[config.mk]
export PLATFORM = sky130hd
export DESIGN_NAME = tofd_isqrt
export DESIGN_NICKNAME = d
export VERILOG_FILES = /design/src/rtl/tofd_pkg.sv /design/src/rtl/tofd_isqrt.sv
export SDC_FILE = /design/constraint.sdc
export NUM_CORES = 1
export LEC_CHECK = 0
export ABC_AREA = 0
export ABC_CLOCK_PERIOD_IN_PS = 3800
export BUFFER_PORTS_ARGS = -buffer_cell sky130_fd_sc_hd__buf_4
export CORE_MARGIN = 4
export CORE_UTILIZATION = 30
export DETAILED_ROUTE_END_ITERATION = 7
export PLACE_DENSITY_LB_ADDON = 0.15
export SETUP_SLACK_MARGIN = 0.1
export SYNTH_ARGS = -nofsm -noshare
export SYNTH_HDL_FRONTEND = slang
export SYNTH_SLANG_ARGS = --single-unit
export TNS_END_PERCENT = 1
[constraint.sdc]
create_clock -name clk -period 3.8 [get_ports clk]
set_clock_uncertainty 0.05 [all_clocks]
set_input_delay 0.76 -clock clk [delete_from_list [all_inputs] [get_ports clk]]
set_output_delay 0.76 -clock clk [all_outputs]
set_load 0.02 [all_outputs]
[src/rtl/tofd_pkg.sv]
// Shared types, constants and the arctangent table for the ToF depth pipeline.
package tofd_pkg;

  localparam int SAMPLE_BITS  = 16;
  localparam int PHASE_BITS   = 16;
  localparam int IW           = SAMPLE_BITS + 1;
  localparam int CORDIC_STEPS = 30;
  localparam int XW           = IW + 32;
  localparam int ZW           = 37;
  localparam int TW           = 35;
  localparam int TLW          = 17;
  localparam int INVW         = 27;
  localparam int SUMW         = 63;
  localparam int PW           = PHASE_BITS + 1;
  localparam int DW           = PHASE_BITS + 19;
  localparam int MAGW         = 2 * IW;
  localparam int ROOTW        = MAGW / 2;
  localparam int REMW         = ROOTW + 3;
  localparam int SQRT_STEPS   = ROOTW;
  localparam int DIV_STEPS    = 17;
  localparam int LATENCY      = CORDIC_STEPS + 7 + DIV_STEPS;
  localparam int AMP_DLY      = LATENCY - 1 - (2 + SQRT_STEPS);

  localparam logic signed [ZW-1:0] PI_Q32     = ZW'(64'sd13493037705);
  localparam logic [TW-1:0]        TWO_PI_Q32 = TW'(64'd26986075410);
  localparam logic [INVW-1:0]      INV_TWO_PI = INVW'(85445659);

  localparam logic CFG_RANGE  = 1'b0;
  localparam logic CFG_OFFSET = 1'b1;

  typedef struct packed {
    logic signed [15:0] first_plane_sample;
    logic signed [15:0] second_plane_sample;
    logic signed [15:0] third_plane_sample;
    logic signed [15:0] fourth_plane_sample;
  } in_word_t;

  typedef struct packed {
    logic signed [16:0] depth_mm;
    logic [15:0]        amplitude;
  } out_word_t;

  // unsigned quotient of a non-negative numerator, shift and subtract
  function automatic longint udiv(longint num, longint den);
    longint qt;
    longint rm;
    qt = 0;
    rm = 0;
    for (int b = 62; b >= 0; b--) begin
      rm = (rm << 1) | ((num >> b) & longint'(1));
      qt = qt << 1;
      if (rm >= den) begin
        rm = rm - den;
        qt = qt | longint'(1);
      end
    end
    return qt;
  endfunction

  // atan(2^-k) in Q32 from the alternating series, rounded
  function automatic longint atan_entry(int k);
    longint s;
    longint term;
    int     n;
    int     sgn;
    s   = 0;
    sgn = 1;
    if (k == 0) begin
      s = 64'sd13493037705 >>> 2;
    end else begin
      for (n = 1; n * k <= 62; n += 2) begin
        term = udiv(longint'(1) << (62 - n * k), longint'(n));
        s    = (sgn > 0) ? s + term : s - term;
        sgn  = -sgn;
      end
      s = (s + (longint'(1) << 29)) >>> 30;
    end
    return s;
  endfunction

  function automatic logic signed [IW-1:0] sx(logic [15:0] v);
    return IW'($signed(v[SAMPLE_BITS-1:0]));
  endfunction

endpackage

[src/rtl/tofd_isqrt.sv]
// Pipelined integer square root, one root bit per stage.
module tofd_isqrt
  import tofd_pkg::*;
(
  input  logic              clk,
  input  logic              rst_n,
  input  logic              in_valid,
  input  logic [MAGW-1:0]   in_rad,
  output logic              out_valid,
  output logic [ROOTW-1:0]  out_root
);

  typedef struct packed {
    logic             valid;
    logic [MAGW-1:0]  rad;
    logic [REMW-1:0]  rem;
    logic [ROOTW-1:0] root;
  } sq_t;

  sq_t st_r [SQRT_STEPS+1];

  always_comb begin
    st_r[0]       = '0;
    st_r[0].valid = in_valid;
    st_r[0].rad   = in_rad;
  end

  for (genvar j = 0; j < SQRT_STEPS; j++) begin : g_step
    sq_t             st_nxt;
    logic [REMW-1:0] rem_t;
    logic [REMW-1:0] trial;
    always_comb begin
      rem_t  = {st_r[j].rem[REMW-3:0], st_r[j].rad[MAGW-1:MAGW-2]};
      trial  = {1'b0, st_r[j].root, 2'b01};
      st_nxt = st_r[j];
      st_nxt.rad = st_r[j].rad << 2;
      if (rem_t >= trial) begin
        st_nxt.rem  = rem_t - trial;
        st_nxt.root = {st_r[j].root[ROOTW-2:0], 1'b1};
      end else begin
        st_nxt.rem  = rem_t;
        st_nxt.root = {st_r[j].root[ROOTW-2:0], 1'b0};
      end
    end
    always_ff @(posedge clk) begin
      if (!rst_n) begin
        st_r[j+1] <= '0;
      end else begin
        st_r[j+1] <= st_nxt;
      end
    end
  end

  assign out_valid = st_r[SQRT_STEPS].valid;
  assign out_root  = st_r[SQRT_STEPS].root;

endmodule

Yosys cells after proc, flatten, opt, wreduce, memory -nomap -nowiden
Cells that the tools add are included.
Widths: inputs -> output; s select.

operators by class
  add/subtract/negate cells = 16
  $mul = 0
  div/mod/pow operators = 0
  $lt $le $gt $ge = 17
  equality and inequality tests = 0
  shifts and indexed selects = 0
  mux-type cells = 17
  bitwise gates (word level) = 0
  reduce and logical (&&, ||, !) cells = 1

operators by type and width
  cell                 count
  $mux 35              15
  $ge 20x19->1         16
  $sub 18x18->18       15
  $mux 19              1
  $sub 2x1->3 const B  1
  $ge 2x1->1 const B   1
  $reduce_and 2->1     1
  $mux 1               1

storage, ports and cells
  flip-flop bits (word level) = 1121
  bits in latches = 0
  memory bits (writable) = 0
  bits in read-only memories = 0
  input port bits = 37
  output and inout bits = 18
  word-level logic and storage cells = 133
  memories = 0

Logic depth before layout (Yosys ltp)
Gate-level depths: netlist of run 1.

  word-level depth = 2
  mapped depth = 11

Worst setup path before layout of run 1
Ideal clock, no wire load.

  kind = register to register
  from = register st_r (netlist bit g_step[8].trial[5])
  to = register st_r (netlist bit g_step[9].rem_t[2])
  library setup time = 0.128 ns
  arrival time = 2.374 ns
  required time = 3.622 ns
  path slack = 1.248 ns
  cell stages (with the launch flop) = 11
  path buffers = 2
  clock period less this slack = 2.552 ns
  cells stage by stage = dfxtp_1 -> inv_1 -> ha_1 -> a21o_1 -> a21o_1 -> a21o_1 -> a311oi_1 -> buf_2 -> buf_2 -> xnor2_1 -> nor2_1

between the ends
  longest elaborated chain between the ends = 2

RTL lines
  element                            line              source
  from (decl)                        tofd_isqrt.sv:20  sq_t st_r [SQRT_STEPS+1];
  from (signal, indexed assignment)  tofd_isqrt.sv:49  st_r[j+1] <= st_nxt;
  $ge 20x19->1                       tofd_isqrt.sv:37  if (rem_t >= trial) begin
  $mux 35                            tofd_isqrt.sv:37

Every way passes these cells.
A chain may end at the register's enable or synchronous reset.

Worst setup path after layout of run 1
  from = register st_r (netlist bit g_step[11].trial[9])
  to = register st_r (netlist bit g_step[12].rem_t[16])

between the ends
  longest elaborated chain between the ends = 2

RTL lines
  element                                                line
  $sub 18x18->18 / $ge 20x19->1 (equally long branches)  tofd_isqrt.sv:38, tofd_isqrt.sv:37
  $mux 35 *                                              tofd_isqrt.sv:37

Every way passes the cells marked *; elsewhere a longest branch is shown, timed or not.

==> run metrics, run 1 <==
Flop pwr share 32.9%; EDFF count, synth 0; Fin. Hold Viols 0; initial drt markers 1033; initial core utilization 30.2%; largest net degree at the start of global routing 206; Pwr Density 832 nW/um^2; Worst Hold Depth 2; clock sinks 710; Layout area overhead 16.3%; Comb power frac 37.8%; crit path cell chain inv_1, ha_1, a21o_1, a211oi_1, o21ai_0, a311oi_1, and2_1, nor4_1, mux2i_1; CTS-repair resized insts 0; global route overflow 0; DRC Markers 0; measured slew at the worst slew-check pin 804 ps; post-synth cell types 82; Die W 320 um; vias in the first global route 20355; RR Endpoint g_step[12].rem_t[16]; share of cells above drive strength 1 7.39%; Antenna diodes 0; setup TNS 0 ps; Max clock buf depth 3; Total Routing Usage GR 12.1%; vias per cell 4.48; WHS Endpoint g_step[1].rem_t[2]; Syn Std Cell Area 29200 sq um; post-CTS setup buffer count 0; Yosys reg bits 710; Hold Crit Start in_rad[32]; Gate Count Post-Synth 3174; IO Port Bufs 54; Slowest-stage cell, CP and2_1; f_max 339 MHz; met2 GRT Util 21.1%; CP max FO 18; Post-CTS Hold Fix Bufs 0; die area 103000 sq um; crit path launch type flip-flop; WL per Instance 13.8 um; Global Route met3 Usage 2.51%; antenna-violating nets left 0; Final #Nets 3432; Final Max Tran Viols 0; top post-synthesis cells by count dfxtp_1, nor2_1, and2_1; gr busiest metal met2; CTS root buffer clkbuf_16; Leak 14.1 nW; antenna violations before repair 0; H-tree depth 3; status finished clean; Reg2Reg Setup Slack 850 ps; sw frac 35.2%; HPWL Detailed 45200 um; Skew-Pair Late Insertion Delay 650 ps; Synth area leaders dfxtp_1, ha_1, and2_1; Synth Area per Inst 9.21 sq um; CP endpoint kind flip-flop; Num CTS Buffers 81; Synth top area share 48.6%; CP required 4270 ps; Syn Nets 3382; Int Power 18.4 mW; most frequent cell after synthesis dfxtp_1; TritonCTS clock tree yes; worst hold slack 254 ps; die span in y 320 um; Max stage delay on crit path 610 ps; pre-CTS setup slack 864 ps; Top-Level Pins 55; dominant synthesized flop cell dfxtp_1; Vias 20439; drt total wl 62800 um; post-route setup slack 853 ps; Clk pwr share 29.4%; Tcrit/Tclk final 77.5%; Async SR Flop Fraction 0%; Worst R2R Path Depth 9; Routability Congestion 0.835; first-pass GRT wire length 104000 um; register area share after synthesis 48.6%; Rel. slew slack 46.0%; Crit path arrival time 3410 ps; grt met1 use 14.8%; post-synth top area cell dfxtp_1; Ys Warns 0; WS Path Type flip-flop to flip-flop; core area 96700 sq um; RSZ-0062 raised after global routing no; Max Cap Viol 0; P_sw 9.95 mW; Crit Reg-Reg Startpoint g_step[11].trial[9]; DRT Pass-1 Iters 5; fin crit period 2950 ps; Peak supply drop 0.324 mV; row count 114; Clock Pin Slew Worst Setup and Hold Paths 60 ps; worst min-delay path class input pin to flip-flop; Final setup viols 0
## placed cells by master (no fill, tap or decap), types with 31 or more instances in the layout
cell / synthesis / layout
a211oi_1: 40 / 40
a21o_1: 51 / 51
a21oi_1: 154 / 154
and2_1: 298 / 298
buf_4: 1 / 77
clkbuf_16: 0 / 81
dfxtp_1: 710 / 710
ha_1: 171 / 171
inv_1: 217 / 216
mux2i_1: 60 / 60
nand2_1: 172 / 172
nand2b_1: 31 / 31
nand3_1: 39 / 39
nor2_1: 405 / 405
nor3_1: 49 / 49
nor4_1: 31 / 31
o21a_1: 39 / 39
o21ai_0: 98 / 98
xnor2_1: 105 / 105
xor2_1: 50 / 50
## power by group through the flow
stage / clock network [mW] / registers (mW) / logic, mW
5_1_grt: 8.97 / 9.44 / 12.1
3_3_place_gp: 0 / 9.50 / 10.7
3_5_place_dp: 0 / 9.49 / 10.7
2_1_floorplan: 0 / 9.20 / 8.49
4_1_cts: 8.65 / 9.33 / 10.8
6_report: 8.31 / 9.30 / 10.7
## layout make-up
type	instances	area (sq um)
Clock buffer	114	2320
Timing Repair Buffer	81	653
Tap cell	1276	1600
Multi-Input combinational cell	2133	13800
Clock inverter	32	609
Inverter	217	822
Fill cell	9981	62700
Sequential cell	710	14200
## worst max-delay path, delay by kind of cell (launching register included)
family	cells	cell delay [ps]
AND/OR/NAND/NOR	2	750
AO/OA/AOI/OAI	4	1120
buffers and inverters	1	60
multiplexers	1	150
adder cells (fa/ha/maj)	1	360
flip-flops	1	320
## cell families after synthesis
group           count (synthesis)  synth area share [%]
compound gates                535                  11.9
buf+inv                       331                  4.31
fa+ha+maj                     171                  7.32
flops                         710                  48.6
xor+xnor                      155                  4.64
simple gates                 1211                  21.2
other cells                     1                0.0128
mux                            60                  2.05
## per-layer routing
layer	up-vias	wire, um
met5	-	0
li1	10801	-
met2	258	30400
met3	109	2250
met4	0	1860
met1	9271	28200
## sequential cells by signal, indices dropped and copies added, names as in the netlist
register,cells
g_step.st_nxt,256
g_step.rem_t,300
out_valid,1
out_root,17
g_step.trial,136
## per-stage QoR
| step | utilization [%] | power (mW) | instance area (sq um) | cells |
|---|---|---|---|---|
| 2_1_floorplan | - | 17.7 | 29200 | 3174 |
| 3_3_place_gp | 32.1 | 20.2 | 31100 | 4417 |
| 3_5_place_dp | 32.1 | 20.2 | 31100 | 4417 |
| 4_1_cts | 35.2 | 28.7 | 34000 | 4563 |
| 5_1_grt | 35.2 | 30.5 | 34000 | 4563 |
| 6_report | 35.2 | 28.3 | 34000 | 4563 |
## worst max path at each step
stage,slack (ps),from,to,cells past startpoint
6_report,850,g_step[11].trial[9],g_step[12].rem_t[16],9
5_1_grt,600,g_step[11].trial[9],g_step[12].rem_t[17],9
4_1_cts,830,g_step[11].trial[9],g_step[12].rem_t[16],9
3_5_place_dp,860,g_step[11].trial[9],g_step[12].rem_t[16],9
3_3_place_gp,910,g_step[11].trial[9],g_step[12].rem_t[17],9
2_1_floorplan,1250,g_step[8].trial[5],g_step[9].rem_t[2],10
Note: power is estimated with default switching activity, not from simulation.
==> run 2, diff against run 1 <==
Settings changed: ABC_CLOCK_PERIOD_IN_PS 3800 to 2800.
Clock period 3.8 ns to 2.8 ns, I/O delays scaled along.
==> run 2 against run 1 <==
- via count grew 2.3%
- flip-flop and latch count did not move
- die area stayed put
- non-clock buffer count is 106 higher
- first-iteration DRC count shrank 10%
- global-route usage is 0.19 points higher
- core utilization grew 1.1 points
- combinational power grew 49%
- critical path type unchanged
- largest cell class unchanged
==> run metrics, run 2 (synthesis results as in run 1) <==
Max clock buf depth 3 (unchanged); vias per cell 4.47 (-0.28%); Top-Level Pins 55 (unchanged); Total Routing Usage GR 12.3% (+0.19 points); Slowest-stage cell, CP or4_4; vias in the first global route 20524 (+0.83%); WS Path Type flip-flop to flip-flop; pre-CTS setup slack 18.5 ps (-845 ps); setup TNS 0 ps (unchanged); fin crit period 2700 ps (-243 ps); Pwr Density 1140 nW/um^2 (+37%); Fin. Hold Viols 0 (unchanged); Vias 20899 (+2.3%); Tcrit/Tclk final 96.6% (+19 points); Crit path top cell by count or4_4; Final setup viols 0 (unchanged); placed cell area 31800 sq um (+2.3%); Num CTS Buffers 84 (+3.7%); Skew-Pair Late Insertion Delay 660 ps (about the same); global route overflow 0 (unchanged); Rel. slew slack 43.0% (-3.0 points); drt total wl 64100 um (+2.2%); Leak 14.6 nW (+4.1%); CP required 3320 ps (-950 ps); Max Cap Viol 0 (unchanged); most frequent cells in the layout dfxtp_1, nor2_1, and2_1; measured slew at the worst slew-check pin 849 ps (+44.8 ps); Die W 320 um (unchanged); row count 114 (unchanged); antenna-violating nets left 0 (unchanged); HPWL Detailed 46700 um (+3.4%); antenna violations before repair 0 (unchanged); DRT Pass-1 Iters 5 (unchanged); worst hold slack 64.1 ps (-190 ps); core area 96700 sq um (unchanged); Layout area overhead 20.0%; crit path launch type flip-flop; IO Port Bufs 54 (unchanged); critical path's top delay family simple AND/OR/NAND/NOR gates; clock sinks 710 (unchanged); Crit path arrival time 3220 ps (-190 ps); first-pass GRT wire length 105000 um (+1.8%); most common cell after layout, fill and taps aside dfxtp_1; CP max FO 3 (-15); die area 103000 sq um (unchanged); die span in y 320 um (unchanged); Worst Path Buf+Inv 1 (unchanged); CTS root buffer clkbuf_16; DRC Markers 0 (unchanged); Peak supply drop 0.491 mV (+52%); Final #Nets 3541 (+3.2%); initial drt markers 929 (-10%); f_max 370 MHz (+9.0%); TritonCTS clock tree yes; Routability Congestion 0.814 (-2.5%); crit path cell chain inv_1, ha_2, or3_4, o22ai_4, a211oi_2, o31a_1, or4_4, or4_4, a21oi_2; number of flip-flops in the largest register 300 (unchanged); WL per Instance 13.7 um (-0.35%); post-route setup slack 96.5 ps (-757 ps); worst min-delay path class input pin to flip-flop; post-route cell area 35100 sq um (+3.2%); CP endpoint kind flip-flop; RSZ-0062 raised after global routing yes; initial core utilization 30.2% (unchanged); largest net degree at the start of global routing 165 (-20%); share of cells above drive strength 1 10.7% (+3.3 points); H-tree depth 3 (unchanged); Max stage delay on crit path 430 ps (-180 ps); Final Max Tran Viols 0 (unchanged); status finished clean; Clock Pin Slew Worst Setup and Hold Paths 50 ps (about the same)
run 2: cell types whose count changed in the layout (fill, tap and decap cells not counted), sizes merged:
| cell | delta |
|---|---|
| buf | +93 |
| bufinv | -1 |
| clkbuf | +8 |
| clkinv | +1 |
| clkinvlp | +2 |
| diode | +1 |
| dlygate4sd3 | +12 |
run 2: worst paths after layout:
check / start / endpoint / slack [ps] / cells after the start
min reg2reg: g_step[1].st_nxt[61] / g_step[2].st_nxt[63] / 370 / 1
max: g_step[10].trial[2] / g_step[11].rem_t[17] / 100 / 9
max reg2reg: g_step[10].trial[2] / g_step[11].rem_t[17] / 100 / 9
min: in_rad[13] / g_step[1].st_nxt[54] / 60 / 2
run 2: worst register-to-register path: stages, from the launching register on:
cell and delay, ps:
dfxtp_1 300, inv_1 50, ha_2 190, or3_4 390
o22ai_4 210, a211oi_2 120, o31a_1 350, or4_4 430
or4_4 430, a21oi_2 120
run 2: repair_timing:
item                       CTS  global route
pin swaps                    0             9
hold endpoints to repair    12             0
cloned                       0             1
hold buffers                12             0
resized for setup            2            27
setup endpoints to repair   15            83
setup buffers                0             2
run 2: cell type report:
class,count,area (sq um)
Inverter,217,822
Timing Repair Buffer,187,1510
Clock buffer,121,2460
Multi-Input combinational cell,2133,13900
Sequential cell,710,14200
Antenna cell,1,2.50
Clock inverter,34,589
Tap cell,1276,1600
Fill cell,10016,61600
run 2: per-stage QoR:
step / instances / power, mW / utilization [%]
5_1_grt: 4678 / 43.2 / 36.3
3_5_place_dp: 4508 / 28.4 / 32.9
2_1_floorplan: 3174 / 24.0 / -
3_3_place_gp: 4508 / 28.5 / 32.9
4_1_cts: 4675 / 40.4 / 36.1
6_report: 4679 / 40.1 / 36.3
run 2: report_power, final:
group / total (mW) / internal [mW] / switching, mW
Combinational: 15.9 / 7.29 / 8.60
Clock: 11.6 / 7.20 / 4.43
Sequential: 12.6 / 11.7 / 0.962
Total: 40.1 / 26.2 / 14.0
run 2: routing by layer:
metal / vias to the layer above / track usage [%] / wire length (um)
li1: 11043 / - / -
met1: 9479 / 15.8 / 30200
met2: 272 / 20.6 / 29800
met3: 105 / 2.33 / 2320
met4: 0 / 4.61 / 1800
met5: - / 0 / 0
